## config.mk

```make
export PLATFORM = sky130hd
export DESIGN_NAME = jre_queue
export DESIGN_NICKNAME = d
export VERILOG_FILES = /design/src/design/jre_pkg.sv /design/src/design/jre_queue.sv
export SDC_FILE = /design/constraint.sdc
export NUM_CORES = 1
export LEC_CHECK = 0
export BUFFER_PORTS_ARGS = -buffer_cell sky130_fd_sc_hd__buf_2
export CORE_MARGIN = 2
export CORE_UTILIZATION = 57
export DETAILED_ROUTE_END_ITERATION = 8
export GPL_ROUTABILITY_DRIVEN = 1
export HOLD_SLACK_MARGIN = 0.12
export PLACE_DENSITY = 0.87
export SYNTH_ARGS = -nofsm -noshare
export SYNTH_HDL_FRONTEND = slang
export SYNTH_SLANG_ARGS = --single-unit
```

## constraint.sdc

```tcl
create_clock -name clk -period 5.9 [get_ports clk]
set_input_delay 0 -clock clk [delete_from_list [all_inputs] [get_ports clk]]
set_output_delay 0 -clock clk [all_outputs]
set_load 0.01 [all_outputs]
```

## src/design/jre_pkg.sv

```systemverilog
// ----------------------------------------------------------------------------
// jre_pkg - shared types and constants of the jet resolution evaluator
// Table geometry, status and command codes, and the item passed from the
// front part to the arithmetic pipeline.
// ----------------------------------------------------------------------------
package jre_pkg;

  // table geometry: 96 words kept as 24 rows of four coefficients
  localparam int TableDepth = 96;
  localparam int TableRows  = TableDepth / 4;
  localparam int RowW       = $clog2(TableRows);
  localparam int IdxW       = 7;
  localparam int CoefW      = 32;
  localparam int RowBits    = 4 * CoefW;

  // input item packing in s_tdata
  localparam int InDataW  = 96;
  localparam int OutDataW = 40;

  // arithmetic pipeline timing
  localparam int DivSteps  = 64;
  localparam int SqrtSteps = 24;
  localparam int DivFirst  = 2;
  localparam int DivLast   = DivFirst + DivSteps - 1;
  localparam int SqFirst   = 2;
  localparam int SqLast    = SqFirst + SqrtSteps - 1;
  localparam int MulStage  = SqLast + 1;
  localparam int SumStage  = DivLast + 1;
  localparam int OutStage  = SumStage + 1;
  localparam int PipeLen   = OutStage + 1;

  // |eta| bin edges, scaled so the compares stay exact
  localparam logic [19:0] EtaEdge0x5  = 20'd28672;
  localparam logic [19:0] EtaEdge1x10 = 20'd69632;
  localparam logic [19:0] EtaEdge2x5  = 20'd53248;

  // term magnitude clamp and saturated limits
  localparam logic [63:0] TermClamp = 64'h0004_0000_0000_0000;
  localparam logic [31:0] SatMax    = 32'h7FFF_FFFF;
  localparam logic [31:0] SatMin    = 32'h8000_0000;

  localparam logic CMD_WRITE = 1'b0;
  localparam logic CMD_EVAL  = 1'b1;

  localparam logic [1:0] QTY_NONE   = 2'd0;
  localparam logic [1:0] KIND_LIGHT = 2'd1;
  localparam logic [1:0] KIND_B     = 2'd2;

  typedef enum logic [1:0] {
    ST_OK         = 2'd0,
    ST_BAD_QTY    = 2'd1,
    ST_NOT_LOADED = 2'd2,
    ST_BAD_KIND   = 2'd3
  } status_t;

  // classified item handed to the arithmetic pipeline
  typedef struct packed {
    logic        evalf;
    status_t     status;
    logic        ezero;
    logic [31:0] e;
    logic [31:0] a;
    logic [31:0] b;
    logic [31:0] c;
    logic [31:0] d;
  } job_t;

endpackage

```

## src/design/jre_queue.sv

```systemverilog
// ----------------------------------------------------------------------------
// jre_queue - short queue between front and arithmetic pipeline
// Four entries of classified items, first in first out.
// ----------------------------------------------------------------------------
module jre_queue (
  input  logic          clk,
  input  logic          rst,
  input  logic          push,
  input  jre_pkg::job_t push_job,
  output logic          full,
  input  logic          pop,
  output logic          empty,
  output jre_pkg::job_t head
);

  jre_pkg::job_t q [4];
  logic [1:0]    wp;
  logic [1:0]    rp;
  logic [2:0]    cnt;

  assign full  = (cnt == 3'd4);
  assign empty = (cnt == 3'd0);
  assign head  = q[rp];

  // storage
  always_ff @(posedge clk) begin
    if (push) begin
      q[wp] <= push_job;
    end
  end

  // pointers and fill count
  always_ff @(posedge clk) begin
    if (rst) begin
      wp  <= '0;
      rp  <= '0;
      cnt <= '0;
    end else begin
      if (push) wp <= wp + 2'd1;
      if (pop)  rp <= rp + 2'd1;
      if (push && !pop)      cnt <= cnt + 3'd1;
      else if (pop && !push) cnt <= cnt - 3'd1;
    end
  end

endmodule

```

=== Word-level counts from Yosys, hierarchy flattened ===
Memory sizes are Yosys's and may differ from the RTL's. A register that Yosys moved wholly into a read port is not among the register bits.
Cells that the tools add are included.
W data, S select, Z words.

* Add/sub/neg operators: 4
* Equality and inequality tests: 1
* Mux-type cells: 6
* Reductions and logical operators: 6

{| class="wikitable"
|+ Operators by type and width
! cell !! count
|-
| $mux W3 || 2
|-
| $add A2 B1 Y2 const B || 2
|-
| $mux W2 || 2
|-
| $add A3 B1 Y3 const B || 1
|-
| $eq A3 B3 Y1 const B || 1
|-
| $logic_not A3 Y1 || 1
|-
| $sub A3 B1 Y3 const B || 1
|-
| $logic_and A1 B1 Y1 || 2
|-
| $logic_not A1 Y1 || 2
|-
| $mux W1 || 2
|-
| $reduce_bool A2 Y1 || 1
|}

* Register bits after elaboration: 7
* RAM bits: 656
* Input port bits: 168
* Output and inout bits: 166
* Logic and storage cells: 21
* Memories: 1

{| class="wikitable"
|+ Memory list
! memory !! words !! width !! rd ports !! clocked after memory_dff !! write ports !! line !! text
|-
| q || 4 || 164 || 1 || 1 || 1 || jre_queue.sv:16 || <nowiki>jre_pkg::job_t q [4];</nowiki>
|}

=== Depth between registers and ports, before layout ===
* Word-level depth: 4
* Gate-level depth with buffers: 7
* Depth with buffers taken out: 7

=== Worst setup path before layout ===
Ideal clock, no wire load.

* Path type: reg-to-reg
* Start point: register wp[0]
* End point: memory q[0][0] (netlist name), enable pin
* Library setup time: 0.543 ns
* Arrival: 4.286 ns
* Required time: 5.357 ns
* Setup slack: 1.071 ns
* Cell stages (with the launch flop): 4
* Buffers on the path: 0
* Period minus slack after synthesis: 4.829 ns
* Cells stage by stage: dfxtp_1 inv_1 ha_1 and2_1

{| class="wikitable"
|+ RTL lines
! item !! line !! text
|-
| start, declared || jre_queue.sv:17 || <nowiki>logic [1:0] wp;</nowiki>
|-
| start signal, assigned || jre_queue.sv:39 || <nowiki>if (push) wp <= wp + 2'd1;</nowiki>
|-
| end, declared || jre_queue.sv:16 ||
|}

No word-level cell before the write port.

==> impl_results.md <==
- Outcome: completed
- Largest stage delay on the critical path: between 0.7 and 0.8 ns
- Post-synthesis area per instance: approximately 27 sq um
- Kind of end point of the critical path: output pin
- Final TNS setup: 0 ns
- Cell type of the slowest stage on the worst timing path: dfxtp_4
- Proportion of register bits with asynchronous set or reset after synthesis: 0%
- Die span in x: 209 um
- Number of storage elements in the synthesis netlist: 665
- Amount of wire on met3 after detailed routing: 4.40 mm
- Final wirelength: 52.4 mm
- Most common cell in the netlist: edfxtp_1
- Row count: between 70 and 80
- Number of synthesized flops with an enable pin: around 660
- Slew at the pin with the worst max-slew slack: about 1.1 ns
- Slew margin rel.: between 20% and 30%
- Starting DRT DRC Count: 1,065
- Count of clock tree sinks: 665
- Number of levels in the clock H-tree: 3
- PwrDens: approximately 350 mW/mm^2
- Remaining routing DRC violations: 0
- Final critical path time including I/O delays and setup: 2.95 ns
- Series of cell instances along the critical path: buf_4, mux4_2, buf_2
- Via count of the routed design: ~12,000
- Number of filler cells placed in the layout: 2,267
- Floorplan die height: 209 um
- Cell types with the largest area share after synthesis: edfxtp_1 (82%), mux4_2 (15%), dfxtp_1 (0.75%)
- Placer congestion estimate: 0.744
- Maximum number of pins on one net before global-route repair: 153
- Core Area: 0.0419 sq mm
- Synth-to-Final Area Change: 25.0%
- Boundary Pins: between 300 and 400
- Max VDD drop: 0.369 mV
- Starting density of the core: a little under three fifths
- Part of the Yosys area used for sequential elements: 82.6%
- Buffers and inverters on the worst path: 2
- TritonCTS buffer count: 66
- Via count of the first global-routing pass: 12,800
- Die area: 0.0439 sq mm
- Final hold viol count: 0
- Finish-stage setup viols: 0
- CP Class: reg -> out
- Antenna Violating Nets Remaining: 0
- Final-report max-slew violation count: 0
- Number of nets in the layout: 1,613
- Fraction of synthesized area in multiplexers: 15.4%
- Setup repair after global routing missed its margin: false
- Number of search-and-repair iterations in the first detailed-routing pass: 5
- Skew final: between 0.015 and 0.02 ns
- Average via count per standard cell: 5.83
- Fraction of the cycle the final worst path needs: about 50%
- Dominant synthesized flop cell: edfxtp_1
- Yosys cell types: 21
- Overall routing resource usage: between 20% and 30%
- CTS resizes: 0
- Synthesized instance count: 900
- Kind of cell with the highest combined delay on the critical path: buffers and inverters
- Number of buffers added for setup after CTS: 0
- Peak Freq: 0.338 GHz
- Leakage power total: 10.2 nW
- Global-route wire length before repair: 78.7 mm
- Nets in the synthesized netlist: 1,074
- Hold WS: 0.163 ns
- PortBufs: between 300 and 400
- Signal arrival time at the worst endpoint: 2.95 ns
- Hold WC Path Type: in -> reg
- Max Fanout on Critical Path: 43
- Synth Cell Area: between 0.02 and 0.025 sq mm
- Detailed-route wire length on metal 1: around 19 mm
- Clock latency on the worst-skew pair: 0.59 ns
- Number of antenna violations at the first check in global routing: 5
- Post-synthesis compound-gate area fraction: less than 1%
- Ratio of cells with drive above 1 in the final layout: approximately two fifths
- Final HPWL from detailed placement: around 26 mm
- Uppermost metal layer occupied by signal nets: met5
- WL/cell: 25.8 um
- Number of synthesis warnings: 0
- Synth Area in Adders: 0.343%
- Simple-gate share of the synthesized area: 0.307%
- CTS tree: built
- Clock input transition at the sequential cells of the worst setup and hold paths: 0.07 ns
- Parity-gate share of the synthesized area counting xor and xnor cells: less than 1%
- Clk Tree Root Cell: clkbuf_16
- Area share of the largest cell type after synthesis: 81.9%
- MaxCap Viol Count: 0
- CP required: 5.90 ns
- Post-synthesis cell type with the largest combined area: edfxtp_1
- Synth cell count leaders: edfxtp_1 (656), mux4_2 (164), buf_2 (17)
- Maximum root-to-sink buffer count: 3
- Detailed route wirelength on metal2: 27.6 mm
- Type of origin of the critical path: register
- Dominant combinational cell family by area after synthesis: multiplexers
- Remaining Overflow, GRT: 0
==> power breakdown <==
group | switching, W | internal (W) | total (W) | leakage [nW]
clock network | 0.00172 | 0.00232 | 0.00404 | 1.02
registers | 0.0000897 | 0.00543 | 0.00552 | 6.10
logic | 0.000556 | 0.000506 | 0.00106 | 3.10
==> final timing paths <==
kind / start / cells after the start / end / slack [ns]
max: register / 3 / head[59] / 2.95
min: push_job[21] / 2 / q[0][21]$_DFFE_PP_ / 0.16
max reg2reg: wp[0]$_SDFFE_PP0P_ / 3 / q[3][86]$_DFFE_PP_ / 3.61
min reg2reg: cnt[2]$_SDFFE_PP0P_ / 2 / cnt[2]$_SDFFE_PP0P_ / 0.56
==> registers in the layout (all words and copies together) (netlist names), named ones only <==
register	cells
q	656
cnt	3
rp	2
wp	2
==> metal layers <==
metal  global-route usage (%)  vias up
met5                        0        -
met4                     8.39        4
met3                     6.40      106
met2                     41.5      622
met1                     30.8     6114
li1                         -     4989
==> cell usage in the layout (no fill, tap or decap), drive strengths merged <==
cell type,Yosys,routed
clkinvlp,0,1
nor2,7,7
clkinv,0,24
xnor2,2,2
diode,0,3
nor3,1,1
bufinv,0,4
inv,4,8
nor3b,1,1
mux4,164,164
xor2,3,3
or3,1,1
o21ai,1,1
a21oi,1,1
edfxtp,656,656
and2,4,4
buf,34,340
fa,1,1
dfxtp,9,9
nand2,1,1
dlygate4sd3,0,168
clkbuf,3,84
mux2i,2,2
ha,5,5
==> repair_timing <==
item	4_1_cts	5_1_grt
endpoints found under the hold margin	728	0
hold buffers	168	0
endpoints found under the setup margin	0	0
==> through the flow <==
step	util, %	std cells	setup slack (ns)	area, sq um	total power (W)
2_1_floorplan	-	900	1.07	24100	0.00618
3_5_place_dp	62.8	1742	3.47	26300	0.00657
4_1_cts	71.8	2027	2.84	30100	0.0107
3_3_place_gp	62.8	1742	3.45	26300	0.00653
5_1_grt	71.9	2029	2.68	30100	0.0109
6_report	71.9	2030	2.95	30100	0.0106
==> cells by family (layout without fill, tap and decap cells) <==
kind of cell / after synthesis / count (layout)
compound gates: 2 / 2
xor+xnor: 5 / 5
fa+ha+maj: 6 / 6
buf+inv: 41 / 629
flops: 665 / 665
mux: 166 / 166
other cells: 0 / 3
simple gates: 15 / 15
==> layout make-up <==
type	count	area, sq um	area share, %
Clock inverter	33	309	1.03
Timing Repair Buffer	508	3480	11.6
Sequential cell	665	19900	66.1
Antenna cell	3	7.51	0.0250
Clock buffer	84	1770	5.89
Inverter	4	15.0	0.0499
Multi-Input combinational cell	194	3930	13.1
Tap cell	539	674	2.24
Note: power is estimated with default switching activity, not from simulation.
